$ cat config.mk
export PLATFORM = sky130hd
export DESIGN_NAME = convex_polygon_sat_collision
export DESIGN_NICKNAME = d
export VERILOG_FILES = /design/src/rtl/cpsat_pkg.sv /design/src/rtl/cpsat_ram.sv /design/src/rtl/cpsat_mac.sv /design/src/rtl/cpsat_span.sv /design/src/rtl/convex_polygon_sat_collision.sv
export VERILOG_INCLUDE_DIRS = /design/src /design/src/rtl
export SDC_FILE = /design/constraint.sdc
export NUM_CORES = 2
export LEC_CHECK = 0
export ABC_AREA = 1
export ABC_CLOCK_PERIOD_IN_PS = 11400
export BUFFER_PORTS_ARGS = -buffer_cell sky130_fd_sc_hd__buf_2
export CAP_MARGIN = 20
export CORE_AREA = 2 2 374 376
export DETAILED_ROUTE_END_ITERATION = 10
export DIE_AREA = 0 0 376 378
export PLACE_DENSITY_LB_ADDON = 0.05
export REMOVE_ABC_BUFFERS = 1
export SLEW_MARGIN = 0
export SYNTH_ARGS = -nofsm -noshare
export SYNTH_HDL_FRONTEND = slang
export SYNTH_HIERARCHICAL = 1
export SYNTH_SLANG_ARGS = --single-unit
$ cat constraint.sdc
create_clock -name clk -period 11.4 [get_ports clk]
set_input_delay 2.28 -clock clk [delete_from_list [all_inputs] [get_ports clk]]
set_output_delay 2.28 -clock clk [all_outputs]
set_load 0.01 [all_outputs]
$ cat src/rtl/convex_polygon_sat_collision_macros.svh
// Assertion shorthands used by convex_polygon_sat_collision.sv.
`ifndef CONVEX_POLYGON_SAT_COLLISION_MACROS_SVH
`define CONVEX_POLYGON_SAT_COLLISION_MACROS_SVH

// The consequent must hold in the same cycle as the antecedent.
`define CPSAT_ASSERT_IMP(lbl, clk, rst_n, ante, cons) \
	lbl: assert property (@(posedge clk) disable iff (!rst_n) (ante) |-> (cons)) \
		else $error("cpsat same-cycle check failed");

// The consequent must hold in the cycle after the antecedent.
`define CPSAT_ASSERT_NEXT(lbl, clk, rst_n, ante, cons) \
	lbl: assert property (@(posedge clk) disable iff (!rst_n) (ante) |=> (cons)) \
		else $error("cpsat next-cycle check failed");

`endif

$ cat src/rtl/cpsat_pkg.sv
package cpsat_pkg;

	localparam int MAX_VERTICES = 16;
	localparam int COORD_BITS   = 16;

	localparam int IDX_W  = $clog2(MAX_VERTICES);
	localparam int CNT_W  = $clog2(MAX_VERTICES + 1);
	localparam int VTX_W  = 2 * COORD_BITS;
	localparam int PROD_W = 2 * COORD_BITS + 1;
	localparam int DOT_W  = 2 * COORD_BITS + 2;

	typedef logic signed [COORD_BITS-1:0] coord_t;
	typedef logic signed [COORD_BITS:0]   nrm_t;
	typedef logic signed [DOT_W-1:0]      dot_t;
	typedef logic [IDX_W-1:0]             idx_t;
	typedef logic [CNT_W-1:0]             cnt_t;

	typedef enum logic [1:0] {
		MAC_IDLE,
		MAC_LOAD,
		MAC_ADD
	} mac_op_t;

	typedef struct packed {
		logic upd;
		logic tgt_b;
		logic first;
	} span_ctl_t;

	typedef enum logic [3:0] {
		ST_LOAD,
		ST_EDGE0,
		ST_EDGE1,
		ST_NORM,
		ST_MULX,
		ST_MULY,
		ST_CMP,
		ST_CHECK,
		ST_DONE
	} state_t;

endpackage

$ cat src/rtl/cpsat_ram.sv
module cpsat_ram #(
	parameter int WIDTH = 32,
	parameter int DEPTH = 16
) (
	input  logic                     clk,
	input  logic                     we,
	input  logic [$clog2(DEPTH)-1:0] waddr,
	input  logic [WIDTH-1:0]         wdata,
	input  logic [$clog2(DEPTH)-1:0] raddr,
	output logic [WIDTH-1:0]         rdata
);

	logic [WIDTH-1:0] mem [DEPTH];
	logic [WIDTH-1:0] rdata_q;

	always_ff @(posedge clk) begin
		if (we) begin
			mem[waddr] <= wdata;
		end
		rdata_q <= mem[raddr];
	end

	assign rdata = rdata_q;

endmodule

$ cat src/rtl/cpsat_mac.sv
module cpsat_mac (
	input  logic              clk,
	input  cpsat_pkg::mac_op_t op,
	input  cpsat_pkg::nrm_t   nx,
	input  cpsat_pkg::nrm_t   ny,
	input  cpsat_pkg::coord_t x,
	input  cpsat_pkg::coord_t y,
	output cpsat_pkg::dot_t   dot
);
	import cpsat_pkg::*;

	nrm_t                    coef;
	coord_t                  data;
	logic signed [PROD_W-1:0] prod;
	dot_t                    prod_x;
	dot_t                    acc_q;

	always_comb begin
		coef   = (op == MAC_ADD) ? ny : nx;
		data   = (op == MAC_ADD) ? y : x;
		prod   = coef * data;
		prod_x = {{(DOT_W - PROD_W){prod[PROD_W-1]}}, prod};
	end

	always_ff @(posedge clk) begin
		unique case (op)
			MAC_LOAD: acc_q <= prod_x;
			MAC_ADD:  acc_q <= acc_q + prod_x;
			MAC_IDLE: acc_q <= acc_q;
			default:  acc_q <= acc_q;
		endcase
	end

	assign dot = acc_q;

endmodule

$ cat src/rtl/cpsat_span.sv
module cpsat_span (
	input  logic                 clk,
	input  cpsat_pkg::span_ctl_t ctl,
	input  cpsat_pkg::dot_t      dot,
	output logic                 overlap
);
	import cpsat_pkg::*;

	dot_t a_lo_q;
	dot_t a_hi_q;
	dot_t b_lo_q;
	dot_t b_hi_q;
	dot_t lo_cur;
	dot_t hi_cur;
	logic below;
	logic above;

	always_comb begin
		lo_cur  = ctl.tgt_b ? b_lo_q : a_lo_q;
		hi_cur  = ctl.tgt_b ? b_hi_q : a_hi_q;
		below   = dot < lo_cur;
		above   = dot > hi_cur;
		overlap = (a_lo_q <= b_hi_q) && (b_lo_q <= a_hi_q);
	end

	always_ff @(posedge clk) begin
		if (ctl.upd) begin
			if (ctl.tgt_b) begin
				if (ctl.first || below) begin
					b_lo_q <= dot;
				end
				if (ctl.first || above) begin
					b_hi_q <= dot;
				end
			end else begin
				if (ctl.first || below) begin
					a_lo_q <= dot;
				end
				if (ctl.first || above) begin
					a_hi_q <= dot;
				end
			end
		end
	end

endmodule

$ cat src/rtl/convex_polygon_sat_collision.sv
// Channel   Direction  Handshake             Payload
// in        sink       in_valid / in_ready   x, y, last_vertex
// out       source     out_valid / out_ready colliding, overflow
//
// A vertex beat is taken while in_ready is high; A's vertices come first, then B's.
// After B's last vertex the block tests each of the na + nb edge normals in turn on
// the one shared multiply-accumulate unit, projecting every vertex of A and B.
// The test stops at the first separating normal, and in_ready is low throughout it.
// The result sits in an output register, so new vertices load while it waits.
// Reset clears the vertex counts and control flags; vertex memories are not cleared.

`include "convex_polygon_sat_collision_macros.svh"

module convex_polygon_sat_collision (
	input  logic                                       clk,
	input  logic                                       arst_n,
	input  logic                                       in_valid,
	output logic                                       in_ready,
	input  logic signed [cpsat_pkg::COORD_BITS-1:0]   x,
	input  logic signed [cpsat_pkg::COORD_BITS-1:0]   y,
	input  logic                                       last_vertex,
	output logic                                       out_valid,
	input  logic                                       out_ready,
	output logic                                       colliding,
	output logic                                       overflow
);
	import cpsat_pkg::*;

	state_t     state_q;
	state_t     state_d;
	cnt_t       cnt_a_q;
	cnt_t       cnt_b_q;
	cnt_t       n_src;
	cnt_t       n_tgt;
	logic       loading_b_q;
	logic       ovf_q;
	logic       src_b_q;
	logic       tgt_b_q;
	logic       cmp_b_q;
	logic       cmp_first_q;
	logic       cmp_end_q;
	logic       sep_q;
	idx_t       edge_q;
	idx_t       idx_q;
	idx_t       edge_nxt;
	idx_t       addr_edge;
	idx_t       addr_a;
	idx_t       addr_b;
	idx_t       waddr;
	logic       edge_last;
	logic       idx_last;
	logic       edge_phase;
	coord_t     p0x_q;
	coord_t     p0y_q;
	coord_t     src_x;
	coord_t     src_y;
	coord_t     tgt_x;
	coord_t     tgt_y;
	nrm_t       nx_q;
	nrm_t       ny_q;
	logic [VTX_W-1:0] rd_a;
	logic [VTX_W-1:0] rd_b;
	logic [VTX_W-1:0] src_rd;
	logic [VTX_W-1:0] tgt_rd;
	logic [VTX_W-1:0] wdata;
	logic       in_acc;
	logic       cnt_full;
	logic       we_a;
	logic       we_b;
	logic       out_valid_q;
	logic       colliding_q;
	logic       overflow_q;
	logic       out_load;
	mac_op_t    mac_op;
	span_ctl_t  span_ctl;
	dot_t       dot;
	logic       overlap;

	always_comb begin
		n_src     = src_b_q ? cnt_b_q : cnt_a_q;
		n_tgt     = tgt_b_q ? cnt_b_q : cnt_a_q;
		edge_last = (cnt_t'(edge_q) + cnt_t'(1)) == n_src;
		idx_last  = (cnt_t'(idx_q) + cnt_t'(1)) == n_tgt;
		edge_nxt  = edge_last ? '0 : edge_q + idx_t'(1);
		cnt_full  = loading_b_q ? (cnt_b_q == cnt_t'(MAX_VERTICES))
		                        : (cnt_a_q == cnt_t'(MAX_VERTICES));
		waddr     = loading_b_q ? cnt_b_q[IDX_W-1:0] : cnt_a_q[IDX_W-1:0];
		wdata     = {y, x};
		src_rd    = src_b_q ? rd_b : rd_a;
		tgt_rd    = tgt_b_q ? rd_b : rd_a;
		src_x     = coord_t'(src_rd[COORD_BITS-1:0]);
		src_y     = coord_t'(src_rd[VTX_W-1:COORD_BITS]);
		tgt_x     = coord_t'(tgt_rd[COORD_BITS-1:0]);
		tgt_y     = coord_t'(tgt_rd[VTX_W-1:COORD_BITS]);
	end

	always_comb begin
		in_ready   = (state_q == ST_LOAD);
		in_acc     = in_valid && in_ready;
		we_a       = in_acc && !loading_b_q && !cnt_full;
		we_b       = in_acc && loading_b_q && !cnt_full;
		edge_phase = (state_q == ST_EDGE0) || (state_q == ST_EDGE1);
		addr_edge  = (state_q == ST_EDGE1) ? edge_nxt : edge_q;
		addr_a     = (edge_phase && !src_b_q) ? addr_edge : idx_q;
		addr_b     = (edge_phase && src_b_q) ? addr_edge : idx_q;
		out_load   = (state_q == ST_DONE) && (!out_valid_q || out_ready);
		span_ctl.upd   = (state_q == ST_CMP);
		span_ctl.tgt_b = cmp_b_q;
		span_ctl.first = cmp_first_q;
		unique case (state_q)
			ST_MULX: mac_op = MAC_LOAD;
			ST_MULY: mac_op = MAC_ADD;
			default: mac_op = MAC_IDLE;
		endcase
	end

	always_comb begin
		state_d = state_q;
		unique case (state_q)
			ST_LOAD: begin
				if (in_acc && last_vertex && loading_b_q) begin
					state_d = ST_EDGE0;
				end
			end
			ST_EDGE0: state_d = ST_EDGE1;
			ST_EDGE1: state_d = ST_NORM;
			ST_NORM:  state_d = ST_MULX;
			ST_MULX:  state_d = ST_MULY;
			ST_MULY:  state_d = ST_CMP;
			ST_CMP:   state_d = cmp_end_q ? ST_CHECK : ST_MULX;
			ST_CHECK: begin
				if (!overlap || (edge_last && src_b_q)) begin
					state_d = ST_DONE;
				end else begin
					state_d = ST_EDGE0;
				end
			end
			ST_DONE: begin
				if (out_load) begin
					state_d = ST_LOAD;
				end
			end
			default: state_d = ST_LOAD;
		endcase
	end

	always_ff @(posedge clk or negedge arst_n) begin
		if (!arst_n) begin
			state_q     <= ST_LOAD;
			cnt_a_q     <= '0;
			cnt_b_q     <= '0;
			loading_b_q <= 1'b0;
			ovf_q       <= 1'b0;
			src_b_q     <= 1'b0;
			tgt_b_q     <= 1'b0;
			edge_q      <= '0;
			idx_q       <= '0;
			cmp_b_q     <= 1'b0;
			cmp_first_q <= 1'b0;
			cmp_end_q   <= 1'b0;
			sep_q       <= 1'b0;
			out_valid_q <= 1'b0;
		end else begin
			state_q <= state_d;
			if (in_acc) begin
				if (cnt_full) begin
					ovf_q <= 1'b1;
				end else if (loading_b_q) begin
					cnt_b_q <= cnt_b_q + cnt_t'(1);
				end else begin
					cnt_a_q <= cnt_a_q + cnt_t'(1);
				end
				if (last_vertex) begin
					loading_b_q <= 1'b1;
				end
			end
			if (state_q == ST_LOAD) begin
				src_b_q <= 1'b0;
				edge_q  <= '0;
			end
			if ((state_q == ST_LOAD) || (state_q == ST_CHECK)) begin
				idx_q   <= '0;
				tgt_b_q <= 1'b0;
			end
			if (state_q == ST_CHECK) begin
				sep_q <= !overlap;
				if (edge_last) begin
					src_b_q <= 1'b1;
					edge_q  <= '0;
				end else begin
					edge_q <= edge_q + idx_t'(1);
				end
			end
			if (state_q == ST_MULY) begin
				cmp_b_q     <= tgt_b_q;
				cmp_first_q <= (idx_q == '0);
				cmp_end_q   <= tgt_b_q && idx_last;
				if (!idx_last) begin
					idx_q <= idx_q + idx_t'(1);
				end else if (!tgt_b_q) begin
					tgt_b_q <= 1'b1;
					idx_q   <= '0;
				end
			end
			if (out_load) begin
				cnt_a_q     <= '0;
				cnt_b_q     <= '0;
				loading_b_q <= 1'b0;
				ovf_q       <= 1'b0;
				out_valid_q <= 1'b1;
			end else if (out_ready) begin
				out_valid_q <= 1'b0;
			end
		end
	end

	always_ff @(posedge clk) begin
		if (state_q == ST_EDGE1) begin
			p0x_q <= src_x;
			p0y_q <= src_y;
		end
		if (state_q == ST_NORM) begin
			nx_q <= nrm_t'(p0y_q) - nrm_t'(src_y);
			ny_q <= nrm_t'(src_x) - nrm_t'(p0x_q);
		end
		if (out_load) begin
			colliding_q <= !sep_q;
			overflow_q  <= ovf_q;
		end
	end

	assign out_valid = out_valid_q;
	assign colliding = colliding_q;
	assign overflow  = overflow_q;

	cpsat_ram #(
		.WIDTH(VTX_W),
		.DEPTH(MAX_VERTICES)
	) u_ram_a (
		.clk  (clk),
		.we   (we_a),
		.waddr(waddr),
		.wdata(wdata),
		.raddr(addr_a),
		.rdata(rd_a)
	);

	cpsat_ram #(
		.WIDTH(VTX_W),
		.DEPTH(MAX_VERTICES)
	) u_ram_b (
		.clk  (clk),
		.we   (we_b),
		.waddr(waddr),
		.wdata(wdata),
		.raddr(addr_b),
		.rdata(rd_b)
	);

	cpsat_mac u_mac (
		.clk(clk),
		.op (mac_op),
		.nx (nx_q),
		.ny (ny_q),
		.x  (tgt_x),
		.y  (tgt_y),
		.dot(dot)
	);

	cpsat_span u_span (
		.clk    (clk),
		.ctl    (span_ctl),
		.dot    (dot),
		.overlap(overlap)
	);

	`CPSAT_ASSERT_IMP(a_cnt_bound, clk, arst_n, 1'b1,
		(cnt_a_q <= cnt_t'(MAX_VERTICES)) && (cnt_b_q <= cnt_t'(MAX_VERTICES)))
	`CPSAT_ASSERT_NEXT(a_test_start, clk, arst_n, in_acc && last_vertex && loading_b_q,
		(state_q == ST_EDGE0) && !src_b_q && (cnt_a_q != '0) && (cnt_b_q != '0))
	`CPSAT_ASSERT_NEXT(a_sep_exit, clk, arst_n, (state_q == ST_CHECK) && !overlap,
		(state_q == ST_DONE) && sep_q)
	`CPSAT_ASSERT_NEXT(a_result_clear, clk, arst_n, out_load,
		out_valid && (cnt_a_q == '0) && (cnt_b_q == '0) && !loading_b_q && !ovf_q)

endmodule
# Word level (Yosys, flattened, before mapping)
# Memories as Yosys holds them, arrays and structs flattened. A register that Yosys moved wholly into a read port is not among the register bits.
# Cells that the tools add are included.
# classes
addsub	9
mul	1
order_cmp	4
eq_ne	18
muxes	54
n_bitwise	1
n_reduce_logical	43
# op_table
op	n
34-bit less-or-equal comparator	2
34-bit 2-to-1 mux	2
34-bit one-hot mux with 2 select lines	1
32-bit 2-to-1 mux	2
4-bit 2-to-1 mux	14
5-bit 2-to-1 mux	10
4-bit one-hot mux with 9 select lines	1
34-bit by 33-bit adder with 34-bit output	1
34-bit > comparator	1
34-bit less-than comparator	1
16-bit by 16-bit subtractor with 17-bit output	2
17-bit by 16-bit multiplier with 33-bit output	1
1-bit 2-to-1 mux	20
3-bit AND reduction	6
17-bit 2-to-1 mux	1
4-bit by 3-bit == test with 1-bit output (second input constant)	4
16-bit 2-to-1 mux	1
2-bit nonzero test	7
1-bit logical AND	13
4-bit by 1-bit adder with 5-bit output (second input constant)	2
5-bit by 1-bit adder with 5-bit output (second input constant)	2
5-bit == test	2
5-bit == test (second input constant)	2
4-bit by 1-bit adder with 4-bit output (second input constant)	2
other kinds (14)	30
# word_totals
reg_bits	269
mem_bits_rw	1024
input_bits	37
output_inout_bits	4
elab_cells	157
mem_count	2
# mem_list
memory	depth	width	rd	rd_clocked_by_memory_dff	write_ports	line	source
u_ram_a.mem	16	32	1	1	1	cpsat_ram.sv:13	logic [WIDTH-1:0] mem [DEPTH];
u_ram_b.mem	16	32	1	1	1	cpsat_ram.sv:13	

# Depth between registers and ports, before layout
# depth
depth_word	7
ltp_mapped	49
mapped_depth_nobuf	47

# Hierarchy
# Netlist, hierarchy kept.
# modules_own_cells
module	instances	cells_per_inst	area_each_um2	seq_area_each_um2
cpsat_ram	2	2120	22730.6	16015.4
cpsat_mac	1	2042	14979.4	1021.0
cpsat_span	1	811	8324.2	4083.9
convex_polygon_sat_collision	1	882	6681.4	2817.7

# Least setup slack after synthesis
# No wires, ideal clock.
# synth_timing
path_kind	reg-to-reg
startpoint	reg state_q[3]
endpoint	reg u_mac.acc_q[33] (netlist: u_mac/dot[33]), data pin
setup_time_ps	254
arrival_ps	7756
required_ps	11146
slack_ps	3390
stages_incl_launch_ff	45
n_path_buf	3
synth_period_minus_slack_ps	8010
cell_sequence	dfrtp_1 nor2_1 inv_1 nor2_4 ha_1 buf_2 buf_2 nand2_1 o21ai_0 inv_1 buf_2 nor2_1 fa_1 inv_1 fa_1 inv_1 fa_1 fa_1 [9 not listed] nand3_1 or2_1 nand3_1 nand2_1 and2_1 ha_1 nand2_1 nand2_1 nand2_1 nand2_1 nand2_1 nand2_1 a21oi_1 nand3_1 nand2_1 nand3_1 nand2_1 nand2_1
# synth_between
elab_chain_len	7
word_cells_on_any_way	10
cone_classes	add/sub: 1; mul: 1; eq/ne: 4; mux: 4
# synth_lines
element	line	source
start, declared	convex_polygon_sat_collision.sv:29	state_t state_q;
start signal, assigned	convex_polygon_sat_collision.sv:164	state_q <= state_d;
4-bit by 3-bit == test with 1-bit output	convex_polygon_sat_collision.sv:110	unique case (state_q)
2-bit one-hot mux with 2 select lines (*)	convex_polygon_sat_collision.sv:110	
net mac_op[1]	convex_polygon_sat_collision.sv:74	mac_op_t mac_op;
2-bit == test	cpsat_mac.sv:19, cpsat_mac.sv:20, cpsat_mac.sv:26	
17-bit 2-to-1 mux / 16-bit 2-to-1 mux (equally long branches)	cpsat_mac.sv:19, cpsat_mac.sv:20	
17-bit by 16-bit multiplier with 33-bit output	cpsat_mac.sv:21	prod = coef * data;
34-bit by 33-bit adder with 34-bit output	cpsat_mac.sv:28	MAC_ADD: acc_q <= acc_q + prod_x;
34-bit one-hot mux with 2 select lines (*)	cpsat_mac.sv:26	unique case (op)
end signal, assigned	cpsat_mac.sv:27	MAC_LOAD: acc_q <= prod_x;
end signal, assigned	cpsat_mac.sv:28	
end signal, assigned	cpsat_mac.sv:29	MAC_IDLE: acc_q <= acc_q;
end, declared	cpsat_mac.sv:16	dot_t acc_q;
# Mark *: on every way through the listed nets, which the timed path passes. The rest lies on a longest branch.
# A chain may end at the register's enable or synchronous reset.

# Final worst setup path
# layout_timing
startpoint	reg state_q[2]
endpoint	reg u_mac.acc_q[24] (netlist: u_mac/dot[24]), data pin
# Same word-level chain as after synthesis.

==> results.sh <==
export IMPL_status="finished clean"
export IMPL_die_area_um2=142000
export IMPL_start_kind="register"
export IMPL_crit_top_cell="inv_1"
export IMPL_place_area_um2=77200
export IMPL_place_ws_ns=1.58
export IMPL_netlist_area_leader_share=0.502
export IMPL_yosysSeqAreaShare=0.530
export IMPL_min_path_cells=0
export IMPL_ys_ff_latch=1357
export IMPL_worstHoldPathType="reg2reg"
export IMPL_syn_area_um2=75400
export IMPL_cts_tree="built"
export IMPL_worst_pin_slew_ns=1.14
export IMPL_grtUsageTotal=0.292
export IMPL_area_delta_synth_final_pct=8.86
export IMPL_slowest_stage="o21ai_0"
export IMPL_clk_latency_ns=0.79
export IMPL_cts_resized=0
export IMPL_rr_worst_depth=34
export IMPL_drt_iter0_drc=4209
export IMPL_post_drt_via_cell_ratio=5.36
export IMPL_grt_pass1_vias=50600
export IMPL_drc=0
export IMPL_arrival_ns=10.33
export IMPL_cts_buffers=149
export IMPL_num_rows=137
export IMPL_grt_overflow=0
export IMPL_setup_worst_path_class="reg2reg"
export IMPL_synthesis_instances=7975
export IMPL_finalWorstSetupSlack_ns=1.67
export IMPL_synthTopCellsByArea="edfxtp_1 (50%), nand2_1 (11%), inv_1 (7.6%)"
export IMPL_place_congestion=0.944
export IMPL_path_clk_slew_ns=0.06
export IMPL_via_count=53100
export IMPL_diodes=0
export IMPL_die_h_um=378
export IMPL_multi_input_area_um2=28300
export IMPL_required_ns=12.00
export IMPL_hold_buffers=0
export IMPL_die_w_um=376
export IMPL_syn_area_per_cell_um2=9.46
export IMPL_crit_path_max_fanout=53
export IMPL_first_pass_iters=6
export IMPL_post_cts_buffers=0
export IMPL_drt_total_wl_mm=206
export IMPL_final_area_um2=82100
export IMPL_n_fill_cell=11800
export IMPL_cts_root_buf="clkbuf_16"
export IMPL_synth_async_reset_ratio=0.0228
export IMPL_final_max_slew_viol_count=0
export IMPL_layout_drive_gt1_share=0.0611
export IMPL_ys_warn_count=6
export IMPL_finalHoldViolations=0
export IMPL_synth_edf_count=1262
export IMPL_final_setup_viol_count=0
export IMPL_rsz0062_at_grt="false"
export IMPL_wl_per_cell_um=20.8
export IMPL_slew_headroom=0.238
export IMPL_cts_sinks=1357
export IMPL_period_needed_ns=9.73
export IMPL_initial_utilization=0.545
export IMPL_synth_area_leader_cell="edfxtp_1"
export IMPL_dpl_hpwl_mm=128
export IMPL_max_freq_mhz=103
export IMPL_fin_nets=8587
export IMPL_drtAntennaViolNets=0
export IMPL_clock_path_buffers=3
export IMPL_drv_cap=0
export IMPL_coreArea_um2=139000
export IMPL_crit_path_end_kind="register"
export IMPL_yosysUniqueCellTypes=56
export IMPL_grt_first_pass_wirelength_mm=310
export IMPL_fin_crit_sh=0.854
export IMPL_portBuffers=40
export IMPL_seqCellArea_um2=40000
export IMPL_h_tree_depth=4
export IMPL_finClkSkew_ns=0.0352
export IMPL_ios=41
export IMPL_max_stage_delay_ns=0.91
export IMPL_fin_setup_tns_ns=0
export IMPL_grt_max_degree=146
export IMPL_antenna_found_initial=1
export IMPL_synth_ff_type="edfxtp_1"
-- routing by layer --
layer  up-vias  GRT usage  share of wire
li1      25400          -              -
met1     25500      0.399           0.42
met2      1739      0.475           0.47
met3       360     0.0436          0.067
met4         2      0.111          0.039
met5         -          0       0.000058
-- critical path, delay by kind of cell, from the launching register on --
kind	cells	cell delay, ns
AO/OA/AOI/OAI	4	1.63
flip-flops	1	0.37
XOR/XNOR	1	0.29
buffers and inverters	8	1.04
AND/OR/NAND/NOR	12	1.86
adder cells (fa/ha/maj)	9	4.32
-- per-stage QoR --
step	util	hold WS, ns	std cells
final	0.593	0.470	9908
after floorplan	-	0.426	7698
after detailed placement	0.558	0.458	9634
after CTS	0.593	0.473	9906
after global routing	0.593	0.478	9908
after global placement	0.558	0.435	9633
-- area by class of cell --
cell class                      instances  area share
Inverter                             1547      0.0709
Sequential cell                      1357       0.487
Clock inverter                         78      0.0101
Multi-Input combinational cell       4794       0.345
Timing Repair Buffer                  131      0.0108
Tap cell                             1807      0.0275
Clock buffer                          194      0.0493
-- path summary, 6_finish.rpt --
path | from | slack (ns) | to
setup reg to reg | state_q[2]$_DFFE_PN0P_ | 1.67 | u_mac/dot[24]$_DFFE_PP_
setup / recovery | state_q[2]$_DFFE_PN0P_ | 1.67 | u_mac/dot[24]$_DFFE_PP_
hold / removal | ovf_q$_DFFE_PN0P_ | 0.47 | overflow$_DFFE_PP_
hold reg to reg | ovf_q$_DFFE_PN0P_ | 0.47 | overflow$_DFFE_PP_
min in group asynchronous | arst_n | 1.56 | idx_q[0]$_DFF_PN0_
max in group asynchronous | arst_n | 9.30 | cmp_b_q$_DFFE_PN0P_
-- synth_stat cells, drive strengths merged (33+ instances only) --
master,count
buf,223
nand3,924
o21ai,207
ha,291
edfxtp,1262
mux2i,33
nor2,382
a21oi,164
fa,279
dfxtp,64
inv,1547
xor2,35
clkbuf,54
nand2,2287
-- registers in the layout, summed over array words and instances, names as in the netlist, 4 cells and up --
| register | cells |
|---|---|
| u_ram_a/mem | 512 |
| u_ram_b/mem | 512 |
| u_mac/dot | 34 |
| u_span/a_hi_q | 34 |
| u_span/a_lo_q | 34 |
| u_span/b_hi_q | 34 |
| u_span/b_lo_q | 34 |
| u_ram_a/rdata | 32 |
| u_ram_b/rdata | 32 |
| nx_q | 17 |
| ny_q | 17 |
| p0x_q | 16 |
| p0y_q | 16 |
| cnt_a_q | 5 |
| cnt_b_q | 5 |
| edge_q | 4 |
| idx_q | 4 |
| state_q | 4 |
-- logic make-up (layout without fill, tap and decap cells) --
| group | count (synthesis) | in the layout | synth area share |
|---|---|---|---|
| XOR/XNOR | 61 | 61 | 0.00738 |
| buffers and inverters | 1824 | 1950 | 0.0998 |
| multiplexers | 33 | 33 | 0.00438 |
| AND/OR/NAND/NOR | 3702 | 3702 | 0.205 |
| AO/OA/AOI/OAI | 428 | 428 | 0.0311 |
| flip-flops | 1357 | 1357 | 0.530 |
| adder cells (fa/ha/maj) | 570 | 570 | 0.122 |
-- layout by cell type (no fill, tap or decap), types with 32 or more instances in the layout --
cell type,instances
ha_1,290
buf_2,40
nor2_1,325
dfxtp_1,64
xor2_1,32
nand3_1,916
edfxtp_1,1262
nand2_1,2266
fa_1,279
mux2i_1,33
clkbuf_16,150
inv_1,1528
nor2_4,39
a21oi_1,158
buf_4,89
o21ai_0,174
Power is not shown: default switching activity piles up to over one toggle a cycle in this logic, so the estimate is an artifact.
